<file path="src/rtl/bvsr_pkg.sv">
// Shared types and constants for the bias voltage step regulator.
// Holds the transaction payload structs, op and phase codes, and register indexes.
// No dependencies.
`timescale 1ns / 1ps
`default_nettype none

package bvsr_pkg;

    // Field widths fixed by the interface.
    localparam int ADC_BITS    = 12;
    localparam int DUTY_W      = 16;
    localparam int OP_W        = 2;
    localparam int PHASE_W     = 2;
    localparam int CFG_INDEX_W = 3;
    localparam int CFG_DATA_W  = 16;

    // Input transaction operation codes.
    localparam logic [OP_W-1:0] OP_SAMPLE = 2'd0;
    localparam logic [OP_W-1:0] OP_TICK   = 2'd1;
    localparam logic [OP_W-1:0] OP_STEP   = 2'd2;
    localparam logic [OP_W-1:0] OP_MODE   = 2'd3;

    // Control loop phase codes.
    localparam logic [PHASE_W-1:0] PH_RISE   = 2'd0;
    localparam logic [PHASE_W-1:0] PH_FALL   = 2'd1;
    localparam logic [PHASE_W-1:0] PH_STABLE = 2'd2;

    // Configuration register indexes.
    localparam logic [CFG_INDEX_W-1:0] CFG_MAX_DUTY      = 3'd0;
    localparam logic [CFG_INDEX_W-1:0] CFG_PWM_PERIOD    = 3'd1;
    localparam logic [CFG_INDEX_W-1:0] CFG_DROP_THRESH   = 3'd2;
    localparam logic [CFG_INDEX_W-1:0] CFG_DOWN_STEP_MS  = 3'd3;
    localparam logic [CFG_INDEX_W-1:0] CFG_RESET_DUTY    = 3'd4;

    // Register reset values.
    localparam logic [DUTY_W-1:0]   MAX_DUTY_RST    = 16'd1000;
    localparam logic [DUTY_W-1:0]   PWM_PERIOD_RST  = 16'd2000;
    localparam logic [ADC_BITS-1:0] DROP_THRESH_RST = 12'd100;
    localparam logic [DUTY_W-1:0]   DOWN_STEP_RST   = 16'd200;
    localparam logic [DUTY_W-1:0]   RESET_DUTY      = 16'd100;

    // Lowest duty that a decrease step may start from.
    localparam logic [DUTY_W-1:0]   MIN_DUTY        = 16'd10;
    localparam logic [DUTY_W-1:0]   DUTY_TOP        = 16'hFFFF;

    typedef struct packed {
        logic [OP_W-1:0]     op;
        logic [ADC_BITS-1:0] sample;
        logic                cmd_manual;
        logic [DUTY_W-1:0]   cmd_duty;
        logic [ADC_BITS-1:0] cmd_target_code;
    } in_item_t;

    typedef struct packed {
        logic [DUTY_W-1:0]   pwm_compare;
        logic [ADC_BITS-1:0] measured_code;
        logic [PHASE_W-1:0]  loop_state;
        logic                feedback_on;
    } out_item_t;

    // Capture control from the top level to the averager.
    typedef struct packed {
        logic sample_en;
        logic restart;
    } cap_ctrl_t;

endpackage

`default_nettype wire

</file>
<file path="src/rtl/bvsr_capture.sv">
// Sample capture and averaging for the bias voltage step regulator.
// Keeps the sample store, its running sum and the capture index; outputs the mean.
// Depends on bvsr_pkg.
`timescale 1ns / 1ps
`default_nettype none

module bvsr_capture #(
    parameter int AVG_SAMPLES = 32
) (
    input  wire logic                         clk,
    input  wire logic                         rst_n,
    input  wire bvsr_pkg::cap_ctrl_t          ctrl,
    input  wire logic [bvsr_pkg::ADC_BITS-1:0] sample,
    output logic      [bvsr_pkg::ADC_BITS-1:0] mean
);

    localparam int CAPTURE_LEN = AVG_SAMPLES + 1;
    localparam int WI_W        = $clog2(AVG_SAMPLES + 2);
    localparam int SLOT_W      = $clog2(AVG_SAMPLES);
    localparam int LOG_N       = $clog2(AVG_SAMPLES);
    localparam int SUM_W       = bvsr_pkg::ADC_BITS + LOG_N;
    localparam int SHIFT       = SUM_W + LOG_N;
    localparam int RECIP_W     = SUM_W + 1;
    localparam int PROD_W      = SUM_W + RECIP_W;
    // Rounded-up reciprocal; exact floor division for every sum below 2**SUM_W.
    localparam logic [RECIP_W-1:0] RECIP =
        RECIP_W'(((64'd1 << SHIFT) + 64'(AVG_SAMPLES) - 64'd1) / 64'(AVG_SAMPLES));

    logic [WI_W-1:0]               wi_reg;
    logic [WI_W-1:0]               wi_next;
    logic [SUM_W-1:0]              sum_reg;
    logic [SUM_W-1:0]              sum_next;
    logic                          filled_reg;
    logic                          filled_next;
    logic [bvsr_pkg::ADC_BITS-1:0] rd_data_reg;
    logic [bvsr_pkg::ADC_BITS-1:0] old_value;
    logic [SLOT_W-1:0]             wr_slot;
    logic                          wr_en;
    logic [SLOT_W-1:0]             rd_addr_next;
    logic [PROD_W-1:0]             product;
    logic [bvsr_pkg::ADC_BITS-1:0] store_mem [AVG_SAMPLES];

    // Until the first capture completes, the slot about to be written was never
    // written, so its old value is taken as zero.
    assign old_value = filled_reg ? rd_data_reg : '0;
    assign wr_slot   = SLOT_W'(wi_reg - 1'b1);

    // Capture index, running sum and store write.
    always_comb
    begin
        wi_next     = wi_reg;
        sum_next    = sum_reg;
        filled_next = filled_reg;
        wr_en       = 1'b0;
        if (ctrl.sample_en && (wi_reg < WI_W'(CAPTURE_LEN)))
        begin
            // The first sample of a capture is dropped.
            if (wi_reg != '0)
            begin
                wr_en    = 1'b1;
                sum_next = sum_reg - SUM_W'(old_value) + SUM_W'(sample);
                if (wr_slot == SLOT_W'(AVG_SAMPLES - 1))
                begin
                    filled_next = 1'b1;
                end
            end
            wi_next = wi_reg + 1'b1;
        end
        else if (ctrl.restart && (wi_reg >= WI_W'(CAPTURE_LEN)))
        begin
            wi_next = '0;
        end
    end

    // Prefetch the slot that the next sample will overwrite. It never equals the
    // slot written in the same cycle.
    always_comb
    begin
        if ((wi_next != '0) && (wi_next <= WI_W'(AVG_SAMPLES)))
        begin
            rd_addr_next = SLOT_W'(wi_next - 1'b1);
        end
        else
        begin
            rd_addr_next = '0;
        end
    end

    always_ff @(posedge clk or negedge rst_n)
    begin
        if (!rst_n)
        begin
            wi_reg     <= '0;
            sum_reg    <= '0;
            filled_reg <= 1'b0;
        end
        else
        begin
            wi_reg     <= wi_next;
            sum_reg    <= sum_next;
            filled_reg <= filled_next;
        end
    end

    // Sample store with registered read.
    always_ff @(posedge clk)
    begin
        if (wr_en)
        begin
            store_mem[wr_slot] <= sample;
        end
        rd_data_reg <= store_mem[rd_addr_next];
    end

    // Mean by multiplication with the reciprocal of the sample count.
    assign product = PROD_W'(sum_reg) * PROD_W'(RECIP);
    assign mean    = product[SHIFT +: bvsr_pkg::ADC_BITS];

endmodule

`default_nettype wire

</file>
<file path="src/rtl/bias_voltage_step_regulator.sv">
// Top level of the bias voltage step regulator: handshakes, configuration,
// three-phase duty loop and a two-entry result buffer.
// Depends on bvsr_pkg and bvsr_capture.
//
//   Channel  | Signals                          | Direction | Transfer
//   ---------+----------------------------------+-----------+-----------------------
//   input    | in_valid, in_ready, in_data      | in        | valid and ready high
//   result   | out_valid, out_ready, out_data   | out       | valid and ready high
//   config   | cfg_we, cfg_index, cfg_wdata     | in        | write enable high
//
// A result is registered on acceptance and shown in the next cycle unless the head
// slot stalls; a new transaction can be accepted every cycle while in_ready is high.
// The longest path runs from the running sum through the reciprocal multiplier
// into the loop compares and the duty select.
// Two result slots let a transaction be accepted while an earlier result stalls;
// in_ready drops only when both slots are full.
// Reset is asynchronous; there is no clearing pass, the first capture pass
// stands in for the cleared store.
`timescale 1ns / 1ps
`default_nettype none

module bias_voltage_step_regulator #(
    parameter int AVG_SAMPLES = 32
) (
    input  wire logic                             clk,
    input  wire logic                             rst_n,
    input  wire logic                             in_valid,
    output logic                                  in_ready,
    input  wire bvsr_pkg::in_item_t               in_data,
    output logic                                  out_valid,
    input  wire logic                             out_ready,
    output bvsr_pkg::out_item_t                   out_data,
    input  wire logic                             cfg_we,
    input  wire logic [bvsr_pkg::CFG_INDEX_W-1:0] cfg_index,
    input  wire logic [bvsr_pkg::CFG_DATA_W-1:0]  cfg_wdata
);

    localparam int AW = bvsr_pkg::ADC_BITS;
    localparam int DW = bvsr_pkg::DUTY_W;
    localparam int PW = bvsr_pkg::PHASE_W;

    // Configuration registers.
    logic [DW-1:0] max_duty_reg;
    logic [DW-1:0] pwm_period_reg;
    logic [AW-1:0] drop_thresh_reg;
    logic [DW-1:0] down_step_reg;

    // Loop state.
    logic [AW-1:0] measured_reg;
    logic [AW-1:0] measured_next;
    logic [AW-1:0] target_reg;
    logic [AW-1:0] target_next;
    logic [AW-1:0] stable_reg;
    logic [AW-1:0] stable_next;
    logic [PW-1:0] phase_reg;
    logic [PW-1:0] phase_next;
    logic          enable_reg;
    logic          enable_next;
    logic [DW-1:0] duty_reg;
    logic [DW-1:0] duty_next;
    logic [DW-1:0] compare_reg;
    logic [DW-1:0] compare_next;
    logic [DW-1:0] wait_reg;
    logic [DW-1:0] wait_next;

    // Result buffer.
    bvsr_pkg::out_item_t head_reg;
    bvsr_pkg::out_item_t skid_reg;
    logic                head_valid_reg;
    logic                skid_valid_reg;
    bvsr_pkg::out_item_t result;

    logic                accept;
    logic                pop;
    bvsr_pkg::cap_ctrl_t cap_ctrl;
    logic [AW-1:0]       mean;
    logic [DW-1:0]       duty_inc;
    logic [DW-1:0]       duty_dec;
    logic                duty_at_max;
    logic                drop_seen;

    assign in_ready  = !skid_valid_reg;
    assign accept    = in_valid && in_ready;
    assign out_valid = head_valid_reg;
    assign out_data  = head_reg;
    assign pop       = head_valid_reg && out_ready;

    // Averager.
    assign cap_ctrl.sample_en = accept && (in_data.op == bvsr_pkg::OP_SAMPLE);
    assign cap_ctrl.restart   = accept && (in_data.op == bvsr_pkg::OP_STEP);

    bvsr_capture #(
        .AVG_SAMPLES(AVG_SAMPLES)
    ) u_capture (
        .clk    (clk),
        .rst_n  (rst_n),
        .ctrl   (cap_ctrl),
        .sample (in_data.sample),
        .mean   (mean)
    );

    // Configuration writes. There is no reset duty register: a write to its index is
    // ignored, and the duty always resets to the fixed RESET_DUTY value.
    always_ff @(posedge clk or negedge rst_n)
    begin
        if (!rst_n)
        begin
            max_duty_reg    <= bvsr_pkg::MAX_DUTY_RST;
            pwm_period_reg  <= bvsr_pkg::PWM_PERIOD_RST;
            drop_thresh_reg <= bvsr_pkg::DROP_THRESH_RST;
            down_step_reg   <= bvsr_pkg::DOWN_STEP_RST;
        end
        else if (cfg_we)
        begin
            unique case (cfg_index)
                bvsr_pkg::CFG_MAX_DUTY:     max_duty_reg    <= cfg_wdata;
                bvsr_pkg::CFG_PWM_PERIOD:   pwm_period_reg  <= cfg_wdata;
                bvsr_pkg::CFG_DROP_THRESH:  drop_thresh_reg <= cfg_wdata[AW-1:0];
                bvsr_pkg::CFG_DOWN_STEP_MS: down_step_reg   <= cfg_wdata;
                default:
                begin
                end
            endcase
        end
    end

    // Duty step helpers.
    assign duty_inc    = duty_reg + 1'b1;
    assign duty_dec    = duty_reg - 1'b1;
    assign duty_at_max = (duty_reg > max_duty_reg) || (duty_reg == bvsr_pkg::DUTY_TOP);
    assign drop_seen   = (stable_reg >= drop_thresh_reg)
                         && (mean < (stable_reg - drop_thresh_reg));

    // Per-transaction state update.
    always_comb
    begin
        measured_next = measured_reg;
        target_next   = target_reg;
        stable_next   = stable_reg;
        phase_next    = phase_reg;
        enable_next   = enable_reg;
        duty_next     = duty_reg;
        compare_next  = compare_reg;
        wait_next     = wait_reg;
        if (accept)
        begin
            unique case (in_data.op)
                bvsr_pkg::OP_SAMPLE:
                begin
                end
                bvsr_pkg::OP_TICK:
                begin
                    if (wait_reg != '0)
                    begin
                        wait_next = wait_reg - 1'b1;
                    end
                end
                bvsr_pkg::OP_STEP:
                begin
                    measured_next = mean;
                    if (enable_reg)
                    begin
                        unique case (phase_reg)
                            bvsr_pkg::PH_RISE:
                            begin
                                if (mean < target_reg)
                                begin
                                    if (!duty_at_max)
                                    begin
                                        duty_next = duty_inc;
                                        if (duty_inc < pwm_period_reg)
                                        begin
                                            compare_next = duty_inc;
                                        end
                                    end
                                end
                                else
                                begin
                                    phase_next = bvsr_pkg::PH_FALL;
                                end
                            end
                            bvsr_pkg::PH_FALL:
                            begin
                                if (wait_reg == '0)
                                begin
                                    wait_next = down_step_reg;
                                    if (mean > target_reg)
                                    begin
                                        if (duty_reg >= bvsr_pkg::MIN_DUTY)
                                        begin
                                            duty_next = duty_dec;
                                            if (duty_dec < pwm_period_reg)
                                            begin
                                                compare_next = duty_dec;
                                            end
                                        end
                                    end
                                    else
                                    begin
                                        stable_next = mean;
                                        phase_next  = bvsr_pkg::PH_STABLE;
                                    end
                                end
                            end
                            bvsr_pkg::PH_STABLE:
                            begin
                                if (drop_seen)
                                begin
                                    phase_next = bvsr_pkg::PH_RISE;
                                end
                                else if (mean > target_reg)
                                begin
                                    phase_next = bvsr_pkg::PH_FALL;
                                end
                            end
                            default:
                            begin
                            end
                        endcase
                    end
                end
                bvsr_pkg::OP_MODE:
                begin
                    if (in_data.cmd_manual)
                    begin
                        if (in_data.cmd_duty < pwm_period_reg)
                        begin
                            compare_next = in_data.cmd_duty;
                            duty_next    = in_data.cmd_duty;
                        end
                        enable_next = 1'b0;
                    end
                    else if (in_data.cmd_target_code != '0)
                    begin
                        target_next = in_data.cmd_target_code;
                        stable_next = in_data.cmd_target_code;
                        phase_next  = bvsr_pkg::PH_STABLE;
                        enable_next = 1'b1;
                    end
                end
            endcase
        end
    end

    always_ff @(posedge clk or negedge rst_n)
    begin
        if (!rst_n)
        begin
            measured_reg <= '0;
            target_reg   <= '0;
            stable_reg   <= '0;
            phase_reg    <= bvsr_pkg::PH_RISE;
            enable_reg   <= 1'b0;
            duty_reg     <= bvsr_pkg::RESET_DUTY;
            compare_reg  <= bvsr_pkg::RESET_DUTY;
            wait_reg     <= '0;
        end
        else
        begin
            measured_reg <= measured_next;
            target_reg   <= target_next;
            stable_reg   <= stable_next;
            phase_reg    <= phase_next;
            enable_reg   <= enable_next;
            duty_reg     <= duty_next;
            compare_reg  <= compare_next;
            wait_reg     <= wait_next;
        end
    end

    // The result reports the state left by the transaction.
    assign result.pwm_compare   = compare_next;
    assign result.measured_code = measured_next;
    assign result.loop_state    = phase_next;
    assign result.feedback_on   = enable_next;

    // Result buffer control: head slot drives the port, skid slot catches a
    // result while the head stalls.
    always_ff @(posedge clk or negedge rst_n)
    begin
        if (!rst_n)
        begin
            head_valid_reg <= 1'b0;
            skid_valid_reg <= 1'b0;
        end
        else
        begin
            if (pop)
            begin
                head_valid_reg <= skid_valid_reg || accept;
                skid_valid_reg <= 1'b0;
            end
            else if (accept)
            begin
                if (head_valid_reg)
                begin
                    skid_valid_reg <= 1'b1;
                end
                else
                begin
                    head_valid_reg <= 1'b1;
                end
            end
        end
    end

    // Result buffer payload.
    always_ff @(posedge clk)
    begin
        if (pop)
        begin
            if (skid_valid_reg)
            begin
                head_reg <= skid_reg;
            end
            else if (accept)
            begin
                head_reg <= result;
            end
        end
        else if (accept)
        begin
            if (head_valid_reg)
            begin
                skid_reg <= result;
            end
            else
            begin
                head_reg <= result;
            end
        end
    end

endmodule

`default_nettype wire

</file>
<file path="config.mk">
export PLATFORM = sky130hd
export DESIGN_NAME = bias_voltage_step_regulator
export DESIGN_NICKNAME = d
export VERILOG_FILES = /design/src/rtl/bvsr_pkg.sv /design/src/rtl/bvsr_capture.sv /design/src/rtl/bias_voltage_step_regulator.sv
export SDC_FILE = /design/constraint.sdc
export NUM_CORES = 1
export LEC_CHECK = 0
export BUFFER_PORTS_ARGS = -buffer_cell sky130_fd_sc_hd__buf_4
export CORE_MARGIN = 2
export CORE_UTILIZATION = 37
export CTS_CLUSTER_SIZE = 40
export DETAILED_ROUTE_END_ITERATION = 6
export PLACE_DENSITY = 0.51
export SLEW_MARGIN = 20
export SYNTH_ARGS = -nofsm -noshare
export SYNTH_HDL_FRONTEND = slang
export SYNTH_SLANG_ARGS = --single-unit
</file>
<file path="constraint.sdc">
create_clock -name clk -period 5.2 [get_ports clk]
set_input_delay 0.26 -clock clk [delete_from_list [all_inputs] [get_ports clk]]
set_output_delay 0.26 -clock clk [all_outputs]
set_load 0.05 [all_outputs]
</file>
==> out/qor.csv <==
metric,value,unit
nFillCells,7719,
ant_nets,0,
netlist_area,30700,µm²
place_area,33000,µm²
path_max_fanout,36,
yosysSeqAreaShare,58.5,%
ys_ff_latch,631,
root_buffer,clkbuf_16,
cts-buffers-inserted,74,
ir_drop,0.474,mV
drc,0,
vias_per_cell,5.51,
setup.worst_path.end_class,register,
cp_slowest_stage_delay,580,ps
final_cell_count_no_fill,4021,
yosysUniqueCellTypes,89,
largest_reg_flops,384,
hold_viol,0,
vias,22100,
die_h,292,µm
fin_crit_sh,96.3,%
grt_pass1_wl,141,mm
first_pass_iters,7,
crit_family,compound AO/OA/AOI/OAI gates,
start_util,37.4,%
drive_gt1_share,13.6,%
grt_max_degree,78,
final_cell_mix,"edfxtp_1, nand2_1, o21ai_0, buf_4, dfrtp_1",
postCtsSetupRepairBufs,0,
grt.overflow.total,0,
worstPathArrival,5560,ps
crit_chain,"inv_1, ha_2, or4b_1, a21oi_4, nor2b_1, a22oi_2, ha_1, o31a_1, and3_1, a21oi_1, o31ai_4, buf_12, buf_6, nand2_1, and3_1, a31oi_1, a221oi_2, a21oi_1",
place_inst,3847,
antenna_found_initial,2,
syn_inst,2742,
num-nets-final,3096,
max_cap_violations,0,
final_common_cell,edfxtp_1,
hold_path_class,in2reg,
crit_type,reg2reg,
htree_levels,3,
clk_path_buf_depth,3,
routed_wl,93.4,mm
drtIter0Drc,1679,
cts_tree,built,
grt_pass1_vias,21800,
ys_warn_count,0,
clock_latency,630,ps
outcome,finished clean,
design.core.area,82100,µm²
dp_hpwl,65.0,mm
worstPathRequired,5760,ps
async_flop_share,27.4,%
slew_viol_final,0,
p_leak,13.8,nW
gp_congestion,0.888,
tightestPinTransition,1100,ps
finalSetupViolations,0,
cts_num_sinks,631,
port_buffers,99,
syn_to_final_growth,16.5,%
rows,105,
clk_pin_slew_worst_paths,60,ps
slowest_stage,or4b_1,
post_drt_wl_per_cell,23.2,µm
yosys_most_used_dff,edfxtp_1,
syn_nets,2948,
finalPower,22.5,mW
syn_area_per_cell,11.2,µm²
ios,100,
relSlewSlack,26.5,%
synth_edf_count,446,
groute.usage.overall,21.8,%
fmax,200,MHz
p_per_area,628,nW/µm²
die_w,292,µm
finClkSkew,30.1,ps
start_kind,register,
final_area,35800,µm²
dieArea,85400,µm²
path_buf_inv,3,
finalCriticalPeriod,5010,ps
path summary, 6_finish.rpt:
path                                                  start                          endpoint  slack (ps)  depth (start not counted)
max in group asynchronous                             rst_n          compare_reg[4]$_DFF_PN0_        3760                          3
min reg2reg                u_capture.sum_reg[1]$_DFFE_PN0P_  u_capture.sum_reg[1]$_DFFE_PN0P_         490                          2
max                           u_capture.wi_reg[1]$_DFF_PN0_  u_capture.rd_data_reg[7]$_DFF_P_         190                         18
min in group asynchronous                             rst_n         stable_reg[6]$_DFFE_PN0P_         240                          2
max reg2reg                   u_capture.wi_reg[1]$_DFF_PN0_  u_capture.rd_data_reg[7]$_DFF_P_         190                         18
min                                            cfg_index[0]    drop_thresh_reg[6]$_DFFE_PN1P_          30                          4
Yosys cell counts (13+ instances only):
| cell | instances | area share [%] |
|---|---|---|
| edfxtp_1 | 446 | 44 |
| nand2_1 | 417 | 5.1 |
| o21ai_0 | 219 | 3.6 |
| dfrtp_1 | 149 | 12 |
| inv_1 | 143 | 1.7 |
| nor2_1 | 133 | 1.6 |
| ha_1 | 126 | 5.1 |
| clkbuf_1 | 111 | 1.4 |
| a21oi_1 | 99 | 1.6 |
| nand3_1 | 95 | 1.5 |
| nor3_1 | 47 | 0.77 |
| mux2_2 | 43 | 1.6 |
| mux2i_1 | 43 | 1.4 |
| a211oi_1 | 38 | 0.93 |
| and3_1 | 37 | 0.75 |
| a31oi_1 | 36 | 0.73 |
| and2_1 | 33 | 0.67 |
| xnor2_1 | 33 | 0.94 |
| o221ai_1 | 25 | 0.71 |
| dfstp_2 | 24 | 2.1 |
| o211ai_1 | 23 | 0.56 |
| a21o_1 | 22 | 0.54 |
| a22o_1 | 22 | 0.63 |
| a221oi_1 | 21 | 0.60 |
| o21a_1 | 20 | 0.49 |
| nand4_1 | 19 | 0.39 |
| o31ai_1 | 19 | 0.46 |
| nand2b_1 | 18 | 0.37 |
| buf_2 | 17 | 0.28 |
| a211o_1 | 16 | 0.46 |
| xor2_1 | 16 | 0.46 |
| nor2b_1 | 15 | 0.31 |
| or3_1 | 15 | 0.31 |
| a32oi_1 | 14 | 0.40 |
| nor4_1 | 14 | 0.28 |
| fa_1 | 13 | 0.85 |
repair_timing:
item | CTS | global route
hold buffers | 36 | 0
pin swaps | 0 | 1
resized for setup | 6 | 14
gates cloned | 0 | 1
endpoints found under the setup margin | 6 | 29
hold endpoints to repair | 160 | 0
area by class of cell:
| type | count | area [µm²] | area share (%) |
|---|---|---|---|
| Sequential cell | 631 | 18000 | 50.2 |
| Inverter | 146 | 549 | 1.53 |
| Clock buffer | 90 | 1950 | 5.45 |
| Timing Repair Buffer | 219 | 1790 | 5.00 |
| Multi-Input combinational cell | 1818 | 11800 | 32.9 |
| Clock inverter | 46 | 413 | 1.15 |
| Tap cell | 1070 | 1340 | 3.74 |
| Antenna cell | 1 | 2.50 | 0.00699 |
per-layer routing:
layer,GRT usage (%),vias up,routed length (µm)
li1,-,10400,-
met1,30.5,11000,42400
met2,35.5,626,44000
met3,2.98,110,4810
met4,6.06,2,2170
met5,0,-,9
power breakdown:
| part | internal (mW) | total [mW] | switching (mW) |
|---|---|---|---|
| Combinational | 3.68 | 10.5 | 6.87 |
| Sequential | 6.23 | 6.89 | 0.656 |
| Clock | 2.91 | 5.05 | 2.15 |
worst min-delay path: cells and delay by family:
kind,cells,cell delay (ps)
buffers and inverters,1,120
AO/OA/AOI/OAI,1,70
AND/OR/NAND/NOR,2,190
kinds of logic (layout without fill, tap and decap cells):
logic type | count (synthesis) | count (layout) | synth area share (%)
multiplexers | 97 | 97 | 3.38
buffers and inverters | 294 | 501 | 3.79
other | 0 | 1 | 0
XOR/XNOR | 49 | 49 | 1.40
flip-flops | 631 | 631 | 58.5
adder cells (fa/ha/maj) | 139 | 139 | 5.98
AO/OA/AOI/OAI | 651 | 651 | 13.7
AND/OR/NAND/NOR | 881 | 882 | 13.2
metrics by stage:
stage	setup TNS [ps]	hold WS (ps)	util [%]	setup slack, ps
detailed placement	-424	349	40.2	-167
CTS	0	7.11	43.5	23.0
floorplan	0	-35.6	-	472
finish	0	34.0	43.6	195
global route	-6.44	41.0	43.6	-6.44
global placement	0	350	40.2	18.7
No activity file was read; power rests on OpenSTA's default activity.
